$ cat src/rtl/core/ssbm_pkg.sv
package ssbm_pkg;

	localparam logic [7:0] SW_LAST_BANKING = 8'h0b;
	localparam logic [7:0] SW_DISPLAY_FIRST = 8'h54;
	localparam logic [7:0] SW_DISPLAY_LAST = 8'h57;
	localparam logic [3:0] SW_STATUS_ROW = 4'h1;
	localparam logic [3:0] SW_LANG_CARD_ROW = 4'h8;

	localparam logic [7:0] PAGE_IO_FIRST = 8'hc0;
	localparam logic [7:0] PAGE_SLOT3 = 8'hc3;
	localparam logic [7:0] PAGE_EXP_ROM = 8'hc8;
	localparam logic [7:0] PAGE_HIGH_RAM = 8'hd0;
	localparam logic [7:0] PAGE_BANK_END = 8'he0;

	localparam logic [15:0] ROM_BASE = 16'hc000;
	localparam logic [15:0] BANK1_SHIFT = 16'h1000;

	localparam logic FUNC_SWITCH = 1'b0;
	localparam logic FUNC_TRANSLATE = 1'b1;

	typedef enum logic [2:0] {
		TGT_MAIN = 3'd0,
		TGT_AUX  = 3'd1,
		TGT_SYS  = 3'd2,
		TGT_SLOT = 3'd3,
		TGT_NULL = 3'd4
	} target_t;

	typedef struct packed {
		logic hramwrt;
		logic hramrd;
		logic bank2;
		logic hires;
		logic page2;
		logic slotc3rom;
		logic altzp;
		logic intcxrom;
		logic ramwrt;
		logic ramrd;
		logic store80;
	} flags_t;

	localparam flags_t FLAGS_RESET = '{
		hramwrt: 1'b1, hramrd: 1'b0, bank2: 1'b1, hires: 1'b0, page2: 1'b0,
		slotc3rom: 1'b0, altzp: 1'b0, intcxrom: 1'b0, ramwrt: 1'b0, ramrd: 1'b0,
		store80: 1'b0
	};

	typedef struct packed {
		logic        func;
		logic [15:0] address;
		logic        write;
	} req_t;

	typedef struct packed {
		target_t     target;
		logic [15:0] phys_offset;
		logic        status_bit;
		logic        status_valid;
	} res_t;

endpackage

$ cat src/rtl/core/ssbm_if.sv
interface ssbm_in_if;
	logic        valid;
	logic        ready;
	logic        func;
	logic [15:0] address;
	logic        write;

	modport source(output valid, func, address, write, input ready);
	modport sink(input valid, func, address, write, output ready);
endinterface

interface ssbm_out_if;
	logic        valid;
	logic        ready;
	logic [2:0]  target;
	logic [15:0] phys_offset;
	logic        status_bit;
	logic        status_valid;

	modport source(output valid, target, phys_offset, status_bit, status_valid, input ready);
	modport sink(input valid, target, phys_offset, status_bit, status_valid, output ready);
endinterface

$ cat src/rtl/core/ssbm_switch_regs.sv
module ssbm_switch_regs (
	input  logic            clk,
	input  logic            arst_n,
	input  logic            update,
	input  ssbm_pkg::req_t  req,
	output ssbm_pkg::flags_t flags
);

	ssbm_pkg::flags_t flags_q;
	ssbm_pkg::flags_t flags_d;
	logic             prewrite_q;
	logic             prewrite_d;
	logic [7:0]       lo;

	assign lo = req.address[7:0];
	assign flags = flags_q;

	always_comb begin
		flags_d = flags_q;
		prewrite_d = prewrite_q;
		if (req.func == ssbm_pkg::FUNC_SWITCH) begin
			if (lo <= ssbm_pkg::SW_LAST_BANKING) begin
				if (req.write) begin
					// even address clears, odd sets
					case (lo[3:1])
						3'd0: flags_d.store80 = lo[0];
						3'd1: flags_d.ramrd = lo[0];
						3'd2: flags_d.ramwrt = lo[0];
						3'd3: flags_d.intcxrom = lo[0];
						3'd4: flags_d.altzp = lo[0];
						3'd5: flags_d.slotc3rom = lo[0];
						default: ;
					endcase
				end
			end else if (lo[7:4] == ssbm_pkg::SW_STATUS_ROW) begin
				// status reads leave the flags alone
			end else if (lo >= ssbm_pkg::SW_DISPLAY_FIRST && lo <= ssbm_pkg::SW_DISPLAY_LAST) begin
				if (lo[1]) begin
					flags_d.hires = lo[0];
				end else begin
					flags_d.page2 = lo[0];
				end
			end else if (lo[7:4] == ssbm_pkg::SW_LANG_CARD_ROW) begin
				flags_d.hramrd = (lo[0] == lo[1]);
				// two odd reads in a row enable high ram writes
				if (lo[0] && !req.write) begin
					if (prewrite_q) begin
						flags_d.hramwrt = 1'b1;
					end
					prewrite_d = 1'b1;
				end else begin
					prewrite_d = 1'b0;
				end
				if (!lo[0]) begin
					flags_d.hramwrt = 1'b0;
				end
				flags_d.bank2 = !lo[3];
			end
		end
	end

	always_ff @(posedge clk or negedge arst_n) begin
		if (!arst_n) begin
			flags_q <= ssbm_pkg::FLAGS_RESET;
			prewrite_q <= 1'b0;
		end else if (update) begin
			flags_q <= flags_d;
			prewrite_q <= prewrite_d;
		end
	end

endmodule

$ cat src/rtl/core/ssbm_translate.sv
module ssbm_translate (
	input  ssbm_pkg::req_t   req,
	input  ssbm_pkg::flags_t flags,
	output ssbm_pkg::res_t   res
);

	logic [7:0]        page;
	logic [7:0]        lo;
	ssbm_pkg::target_t zp_tgt;
	ssbm_pkg::target_t low_tgt;
	ssbm_pkg::target_t disp_tgt;
	logic              hram_en;

	assign page = req.address[15:8];
	assign lo = req.address[7:0];
	assign zp_tgt = flags.altzp ? ssbm_pkg::TGT_AUX : ssbm_pkg::TGT_MAIN;
	assign low_tgt = (req.write ? flags.ramwrt : flags.ramrd) ?
		ssbm_pkg::TGT_AUX : ssbm_pkg::TGT_MAIN;
	assign disp_tgt = flags.page2 ? ssbm_pkg::TGT_AUX : ssbm_pkg::TGT_MAIN;
	assign hram_en = req.write ? flags.hramwrt : flags.hramrd;

	always_comb begin
		res.target = ssbm_pkg::TGT_MAIN;
		res.phys_offset = '0;
		res.status_bit = 1'b0;
		res.status_valid = 1'b0;
		if (req.func == ssbm_pkg::FUNC_TRANSLATE) begin
			res.phys_offset = req.address;
			if (page < 8'h02) begin
				res.target = zp_tgt;
			end else if (page >= 8'h04 && page < 8'h08) begin
				res.target = flags.store80 ? disp_tgt : low_tgt;
			end else if (page >= 8'h20 && page < 8'h40) begin
				res.target = (flags.store80 && flags.hires) ? disp_tgt : low_tgt;
			end else if (page < ssbm_pkg::PAGE_IO_FIRST) begin
				res.target = low_tgt;
			end else if (page < ssbm_pkg::PAGE_HIGH_RAM) begin
				if (req.write) begin
					res.target = ssbm_pkg::TGT_NULL;
					res.phys_offset = {8'h00, lo};
				end else begin
					res.phys_offset = req.address - ssbm_pkg::ROM_BASE;
					if (flags.intcxrom || page >= ssbm_pkg::PAGE_EXP_ROM) begin
						res.target = ssbm_pkg::TGT_SYS;
					end else if (page == ssbm_pkg::PAGE_SLOT3 && !flags.slotc3rom) begin
						res.target = ssbm_pkg::TGT_SYS;
					end else begin
						res.target = ssbm_pkg::TGT_SLOT;
					end
				end
			end else begin
				if (hram_en) begin
					res.target = zp_tgt;
					// bank 1 of the $d000 window sits $1000 lower
					if (page < ssbm_pkg::PAGE_BANK_END && !flags.bank2) begin
						res.phys_offset = req.address - ssbm_pkg::BANK1_SHIFT;
					end
				end else if (req.write) begin
					res.target = ssbm_pkg::TGT_NULL;
					res.phys_offset = {8'h00, lo};
				end else begin
					res.target = ssbm_pkg::TGT_SYS;
					res.phys_offset = req.address - ssbm_pkg::ROM_BASE;
				end
			end
		end else if (lo[7:4] == ssbm_pkg::SW_STATUS_ROW && !req.write) begin
			res.status_valid = 1'b1;
			case (lo[3:0])
				4'h1: res.status_bit = flags.bank2;
				4'h2: res.status_bit = flags.hramrd;
				4'h3: res.status_bit = flags.ramrd;
				4'h4: res.status_bit = flags.ramwrt;
				4'h5: res.status_bit = flags.intcxrom;
				4'h6: res.status_bit = flags.altzp;
				4'h7: res.status_bit = flags.slotc3rom;
				4'h8: res.status_bit = flags.store80;
				4'hc: res.status_bit = flags.page2;
				4'hd: res.status_bit = flags.hires;
				default: res.status_valid = 1'b0;
			endcase
		end
	end

endmodule

$ cat src/rtl/core/soft_switch_bank_mapper_unit.sv
// two register stages; throughput: one transaction per cycle while downstream is ready;
// input register feeds translation and flag update logic, result register holds
// the answer while downstream stalls
// flags change as a transaction leaves the input register, so every access sees
// all earlier switch updates; reset sets bank2 and hramwrt, clears the rest
module soft_switch_bank_mapper_unit (
	input logic         clk,
	input logic         arst_n,
	ssbm_in_if.sink     upstream,
	ssbm_out_if.source  downstream
);

	ssbm_pkg::req_t   req_s1;
	logic             valid_s1;
	ssbm_pkg::res_t   res_s2;
	logic             valid_s2;
	ssbm_pkg::flags_t flags;
	ssbm_pkg::res_t   res_comb;
	logic             adv_s2;
	logic             adv_s1;

	assign adv_s2 = !valid_s2 || downstream.ready;
	assign adv_s1 = valid_s1 && adv_s2;
	assign upstream.ready = !valid_s1 || adv_s2;

	ssbm_switch_regs u_regs (
		.clk    (clk),
		.arst_n (arst_n),
		.update (adv_s1),
		.req    (req_s1),
		.flags  (flags)
	);

	ssbm_translate u_xlate (
		.req   (req_s1),
		.flags (flags),
		.res   (res_comb)
	);

	always_ff @(posedge clk or negedge arst_n) begin
		if (!arst_n) begin
			valid_s1 <= 1'b0;
			valid_s2 <= 1'b0;
		end else begin
			if (upstream.ready) begin
				valid_s1 <= upstream.valid;
			end
			if (adv_s2) begin
				valid_s2 <= valid_s1;
			end
		end
	end

	always_ff @(posedge clk) begin
		if (upstream.valid && upstream.ready) begin
			req_s1 <= '{func: upstream.func, address: upstream.address, write: upstream.write};
		end
		if (adv_s1) begin
			res_s2 <= res_comb;
		end
	end

	assign downstream.valid = valid_s2;
	assign downstream.target = res_s2.target;
	assign downstream.phys_offset = res_s2.phys_offset;
	assign downstream.status_bit = res_s2.status_bit;
	assign downstream.status_valid = res_s2.status_valid;

endmodule

$ cat src/flat_wrapper.sv
// flat-port wrapper written by rule: the top's interface ports become plain ports
module soft_switch_bank_mapper_unit_flat 
  (clk, arst_n, upstream_valid, upstream_func, upstream_address, upstream_write, upstream_ready, downstream_valid, downstream_target, downstream_phys_offset, downstream_status_bit, downstream_status_valid, downstream_ready);
  ssbm_in_if upstream_i ();
  ssbm_out_if downstream_i ();
  input logic clk;
  input logic arst_n;
  input wire logic [$bits(upstream_i.valid)-1:0] upstream_valid;
  input wire logic [$bits(upstream_i.func)-1:0] upstream_func;
  input wire logic [$bits(upstream_i.address)-1:0] upstream_address;
  input wire logic [$bits(upstream_i.write)-1:0] upstream_write;
  output wire logic [$bits(upstream_i.ready)-1:0] upstream_ready;
  output wire logic [$bits(downstream_i.valid)-1:0] downstream_valid;
  output wire logic [$bits(downstream_i.target)-1:0] downstream_target;
  output wire logic [$bits(downstream_i.phys_offset)-1:0] downstream_phys_offset;
  output wire logic [$bits(downstream_i.status_bit)-1:0] downstream_status_bit;
  output wire logic [$bits(downstream_i.status_valid)-1:0] downstream_status_valid;
  input wire logic [$bits(downstream_i.ready)-1:0] downstream_ready;
  assign upstream_i.valid = upstream_valid;
  assign upstream_i.func = upstream_func;
  assign upstream_i.address = upstream_address;
  assign upstream_i.write = upstream_write;
  assign upstream_ready = upstream_i.ready;
  assign downstream_valid = downstream_i.valid;
  assign downstream_target = downstream_i.target;
  assign downstream_phys_offset = downstream_i.phys_offset;
  assign downstream_status_bit = downstream_i.status_bit;
  assign downstream_status_valid = downstream_i.status_valid;
  assign downstream_i.ready = downstream_ready;
  soft_switch_bank_mapper_unit u_core (.clk(clk), .arst_n(arst_n), .upstream(upstream_i), .downstream(downstream_i));
endmodule
$ cat config.mk
export PLATFORM = sky130hd
export DESIGN_NAME = soft_switch_bank_mapper_unit_flat
export DESIGN_NICKNAME = d
export VERILOG_FILES = /design/src/rtl/core/ssbm_pkg.sv /design/src/rtl/core/ssbm_if.sv /design/src/rtl/core/ssbm_switch_regs.sv /design/src/rtl/core/ssbm_translate.sv /design/src/rtl/core/soft_switch_bank_mapper_unit.sv /design/src/flat_wrapper.sv
export SDC_FILE = /design/constraint.sdc
export NUM_CORES = 1
export LEC_CHECK = 0
export ABC_AREA = 1
export BUFFER_PORTS_ARGS = -buffer_cell sky130_fd_sc_hd__clkbuf_2
export CAP_MARGIN = 20
export CORE_ASPECT_RATIO = 1.5
export CORE_UTILIZATION = 45
export CTS_CLUSTER_SIZE = 16
export DETAILED_ROUTE_END_ITERATION = 6
export GPL_ROUTABILITY_DRIVEN = 1
export PLACE_DENSITY = 0.66
export SLEW_MARGIN = 20
export SYNTH_ARGS = -nofsm -noshare
export SYNTH_HDL_FRONTEND = slang
export SYNTH_SLANG_ARGS = --single-unit
export TNS_END_PERCENT = 20
$ cat constraint.sdc
create_clock -name clk -period 1.9 [get_ports clk]
set_input_delay 0.285 -clock clk [delete_from_list [all_inputs] [get_ports clk]]
set_output_delay 0.285 -clock clk [all_outputs]
set_load 0.005 [all_outputs]
# Yosys cells after proc, flatten, opt, wreduce, memory -nomap -nowiden
# Cells that the tools add are included.
# op_classes
magnitude_cmp,12
reduce_logical,32
bitwise,6
mux,28
n_addsub,2
eq_ne,21
# ops
op,count
16-bit 2-to-1 mux,5
19-bit 2-to-1 mux,4
5-bit AND reduction,6
"8-bit < comparator, second input constant",3
6-bit AND reduction,3
"4-bit by 3-bit == test with 1-bit output, second input constant",4
"4-bit == test, second input constant",4
"16-bit by 13-bit subtractor with 16-bit output, second input constant",1
"16-bit subtractor, second input constant",1
1-bit 2-to-1 mux,14
3-bit 2-to-1 mux,4
1-bit logical AND,10
1-bit one-hot mux with 10 select lines,1
10-bit OR reduction,1
"4-bit by 1-bit == test with 1-bit output, second input constant",2
"4-bit by 2-bit == test with 1-bit output, second input constant",2
"8-bit == test, second input constant",1
"8-bit by 3-bit >= comparator with 1-bit output, second input constant",1
"8-bit by 6-bit >= comparator with 1-bit output, second input constant",1
"8-bit by 7-bit >= comparator with 1-bit output, second input constant",1
"8-bit >= comparator, second input constant",1
"8-bit by 4-bit less-or-equal comparator with 1-bit output, second input constant",1
"8-bit by 7-bit less-or-equal comparator with 1-bit output, second input constant",1
"8-bit by 2-bit < comparator with 1-bit output, second input constant",1
other kinds (13),28
# totals
register_bits,53
elab_cells,122
inputBits,22

# Longest topological paths before layout
# depth
ltp_word,10
depth_mapped,13

# Modules after synthesis
# From an unflattened synthesis, not the netlist that was laid out.
# unflattened
cells_unflattened,336
area_unflattened_um2,2930.3
# modules_own_cells
mod,n_inst,seq_area_each_um2,cells_per_inst,area_each_um2
soft_switch_bank_mapper_unit,1,1221.2,51,1266.2
ssbm_translate,1,0.0,176,887.1
ssbm_switch_regs,1,302.8,109,777.0

# Worst setup path after synthesis
# Ideal clock, no wire load.
# synth_timing
path_kind,reg-to-reg
startpoint,reg u_core.req_s1[15] (netlist name)
endpoint,"reg u_core.res_s2 (netlist bit u_core.downstream.phys_offset[14]), data pin"
path_slack_ns,0.209
arrival_time_ns,1.427
n_path_buf,0
period_less_slack_ns,1.691
t_required_ns,1.636
setup_time_ns,0.264
path_stages_with_launch,8
path_cell_list,edfxtp_1 > ha_1 > a21oi_1 > nand2_1 > a21oi_1 > nor2_1 > o21ai_1 > a21oi_1
# synth_via
elab_chain_cells,9
word_cells_on_any_way,22
classes_between,2 x add/sub; 8 x order compare; 9 x mux; 3 x reduce/logical
# synth_lines
element,line_no,source
start: declaration,soft_switch_bank_mapper_unit.sv:13,ssbm_pkg::req_t req_s1;
start signal: assignment,soft_switch_bank_mapper_unit.sv:56,"req_s1 <= '{func: upstream.func, address: upstream.address, write: upstream.write};"
"parallel branches: the longest is 8 deep, another holds 16-bit subtractor",--,
16-bit 2-to-1 mux *,ssbm_translate.sv:29,if (page < 8'h02) begin
end signal: assignment,soft_switch_bank_mapper_unit.sv:59,res_s2 <= res_comb;
end: declaration,soft_switch_bank_mapper_unit.sv:15,ssbm_pkg::res_t res_s2;
# Every way passes the cells marked *.
# A chain may end at the register's enable or synchronous reset.

# Final worst setup path
# Ends and elaborated chain as after synthesis.

==> summary.md <==
| Metric | Value |
|---|---|
| Max clock buf depth | `2` |
| Arr. time, crit path | `1900 ps` |
| # setup viols final | `0` |
| DR WL/cell | `13.2 um` |
| Switching Fraction | `29.0%` |
| Latest clock arrival within the worst-skew pair | `310 ps` |
| Maximum net fanout on the critical path | `7` |
| CP required | `1970 ps` |
| DRC | `0` |
| Share of the synthesized area in the top cell type | `41.7%` |
| Fmax | `545 MHz` |
| Vias in the first global route | `2030` |
| Ranking of synthesized cells by area | `edfxtp_1 42%, dfrtp_1 11%, nand2_1 8.8%` |
| Crit path kind | `reg2reg` |
| Status | `completed` |
| Slew Viols, Final | `0` |
| Total congestion overflow | `0` |
| Io pins | `45` |
| GRT Total Usage | `19.1%` |
| Number of max-cap violations | `0` |
| R2R depth | `7` |
| Drt first pass iters | `5` |
| Largest net degree at the start of global routing | `22` |
| Ant diodes | `0` |
| Crit path launch | `u_core.req_s1[15]` |
| Vias | `2249` |
| ANT nets after route | `0` |
| Hold Slack | `139 ps` |
| Peak VDD IR | `0.626 mV` |
| Hold path depth | `1` |
| Post-Syn Area | `0.00281 mm^2` |
| Sequential Power Share | `56.4%` |
| Ratio of cells with drive above 1 in the final layout | `28.8%` |
| Final WS setup | `65.0 ps` |
| Sequential share of the synthesized area | `54.2%` |
| DP Area | `0.00315 mm^2` |
| Initial Util | `47.5%` |
| FF-to-FF Start | `u_core.req_s1[15]` |
| CTS clock-pin slew for the worst setup and hold paths | `100 ps` |
| Starting DRT DRC Count | `105` |
| CTS tree | `built` |
| Synth Register Bits | `53` |
| Yosys warnings | `0` |
| H-tree Lvls | `2` |
| Root buf cell | `clkbuf_8` |
| Routed WL | `5.89 mm` |
| Power per Cell Area | `784 mW/mm^2` |
| M1 WL | `2.42 mm` |
| Area delta synth->final | `19.1%` |
| Static leakage | `0.00160 uW` |
| Psw | `762 uW` |
| Fin area | `0.00335 mm^2` |
| Clock share of power | `24.3%` |
| EDFF count, synth | `39` |
| Period utilisation layout | `96.6%` |
| Met3 WL | `320 um` |
| Metal2 WL | `2.95 mm` |
| Num CTS Buffers | `5` |
| Slew headroom | `76.6%` |
| First-pass GRT wire length | `9.23 mm` |
| Cells after synthesis | `307` |
| Tmin final | `1830 ps` |
| DP Worst Slack | `35.4 ps` |
| RSZ-0062 raised after global routing | `yes` |
| Initial antenna violation count | `0` |
| Hold Startpoint | `upstream_address[9]` |
| Worst clock skew | `7.99 ps` |
| Worst Setup End Kind | `register` |
| Int Power | `1860 uW` |
| Worst hold path class | `in2reg` |
| DIE HEIGHT | `98.8 um` |
| Final Hold Viols | `0` |
| Total power | `2630 uW` |
| Syn nets | `336` |
| Count of cell types in the netlist | `39` |
| CP startpoint kind | `register` |
| FP Rows | `34` |
| Die X | `66.5 um` |
| Drt via density | `5.03` |
| Die area | `0.00657 mm^2` |
| NumNets Final | `403` |
| Worst-Margin Slew | `351 ps` |
| Mapped Avg Cell Area | `9.15 um^2` |
| Post-detail-place hpwl | `4.58 mm` |
| Core area | `0.00591 mm^2` |
| Leading area contributor after synthesis | `edfxtp_1` |
| Setup TNS | `0 ps` |
| Top Metal Used | `met4` |
| Port bufs | `44` |
| Combinational power share | `19.3%` |
| TritonCTS Sinks | `53` |
| Ys flop type | `edfxtp_1` |
| RePlAce Congestion | `0.947` |
| Synth async-reset ratio | `26.4%` |
-- cells in the final DEF (no fill, tap or decap), drive strengths merged --
| cell | count |
|---|---|
| a211oi | 1 |
| a21oi | 15 |
| a22oi | 1 |
| and2 | 1 |
| buf | 20 |
| clkbuf | 49 |
| clkinv | 1 |
| dfrtp | 12 |
| dfstp | 2 |
| dlygate4sd3 | 1 |
| edfxtp | 39 |
| ha | 7 |
| inv | 59 |
| mux2i | 2 |
| nand2 | 74 |
| nand3 | 21 |
| nand3b | 1 |
| nand4 | 3 |
| nor2 | 33 |
| nor3 | 9 |
| nor4 | 1 |
| o2111ai | 1 |
| o211ai | 2 |
| o21ai | 15 |
| o221ai | 1 |
| o22ai | 1 |
| o31ai | 2 |
| xor2 | 1 |
-- power groups by stage --
stage	logic [uW]	clock network (uW)	registers, uW
after floorplan	300	0	1490
after global placement	477	0	1500
after detailed placement	482	0	1510
after CTS	486	659	1480
after global routing	565	703	1500
final	507	638	1480
-- cell type report --
class,count,area (um^2)
tap,72,90.1
timing repair buffer,65,380
clock buffer,5,68.8
inverter,57,219
clock inverter,3,20.0
sequential,53,1520
fill,548,2560
multi-input combinational,192,1050
-- metrics by stage --
step | std cells | utilization [%]
after floorplan | 307 | -
after global placement | 430 | 53.3
after detailed placement | 430 | 53.3
after CTS | 439 | 55.0
after global routing | 447 | 56.6
final | 447 | 56.6
-- flip-flops by register name, summed over array words and instances, names as in the netlist --
signal                          cells
u_core.downstream.phys_offset      16
u_core.downstream.status_bit        1
u_core.downstream.status_valid      1
u_core.downstream.target            3
u_core.downstream.valid             1
u_core.req_s1                      18
u_core.u_regs.flags                11
u_core.u_regs.prewrite_q            1
u_core.valid_s1                     1
-- what timing repair did --
action | CTS | global route
resized for setup | 0 | 10
endpoints found under the hold margin | 12 | 0
endpoints found under the setup margin | 0 | 8
hold buffers | 1 | 0
setup buffers | 0 | 8
-- critical path: stages (launching register included) --
cell      delay [ps]
edfxtp_1         520
ha_4             250
a21oi_1          280
nand2_1          120
a21oi_1          150
nor2_1            60
o21ai_1          130
a21oi_1           80
-- Yosys cell counts, types with 2 or more instances --
| cell | number |
|---|---|
| mux2i_1 | 2 |
| nand3_1 | 19 |
| nand2_2 | 8 |
| a21oi_2 | 3 |
| dfstp_2 | 2 |
| inv_1 | 51 |
| nand2_1 | 66 |
| nand4_1 | 3 |
| nand3_2 | 2 |
| o31ai_1 | 2 |
| a21oi_1 | 11 |
| o21ai_1 | 8 |
| o211ai_1 | 2 |
| nor2_4 | 2 |
| inv_2 | 4 |
| dfrtp_1 | 12 |
| edfxtp_1 | 39 |
| nor2_2 | 3 |
| buf_6 | 3 |
| o21ai_0 | 6 |
| ha_1 | 7 |
| nor2_1 | 28 |
| nor3_1 | 8 |
-- logic make-up after synthesis --
| kind of cell | after synthesis | share of synthesized area [%] |
|---|---|---|
| simple gates | 143 | 23.1 |
| buf+inv | 62 | 9.84 |
| flops | 53 | 54.2 |
| compound gates | 39 | 8.73 |
| fa+ha+maj | 7 | 3.12 |
| mux | 2 | 0.712 |
| xor+xnor | 1 | 0.312 |
-- final timing paths --
path / slack (ps) / to
max reg2reg: 70 / u_core.downstream.phys_offset[14]
min: 140 / u_core.req_s1[10]
max: 70 / u_core.downstream.phys_offset[14]
min reg2reg: 500 / u_core.u_regs.flags[3]
min in group asynchronous: 400 / u_core.u_regs.flags[2]
max in group asynchronous: 1190 / u_core.u_regs.flags[8]
-- per-layer routing --
layer,track usage [%],vias up
met5,0,-
met4,9.00,0
met3,4.28,20
met2,31.2,92
met1,23.4,999
li1,-,1138
Power figures use the tool's default switching activity.
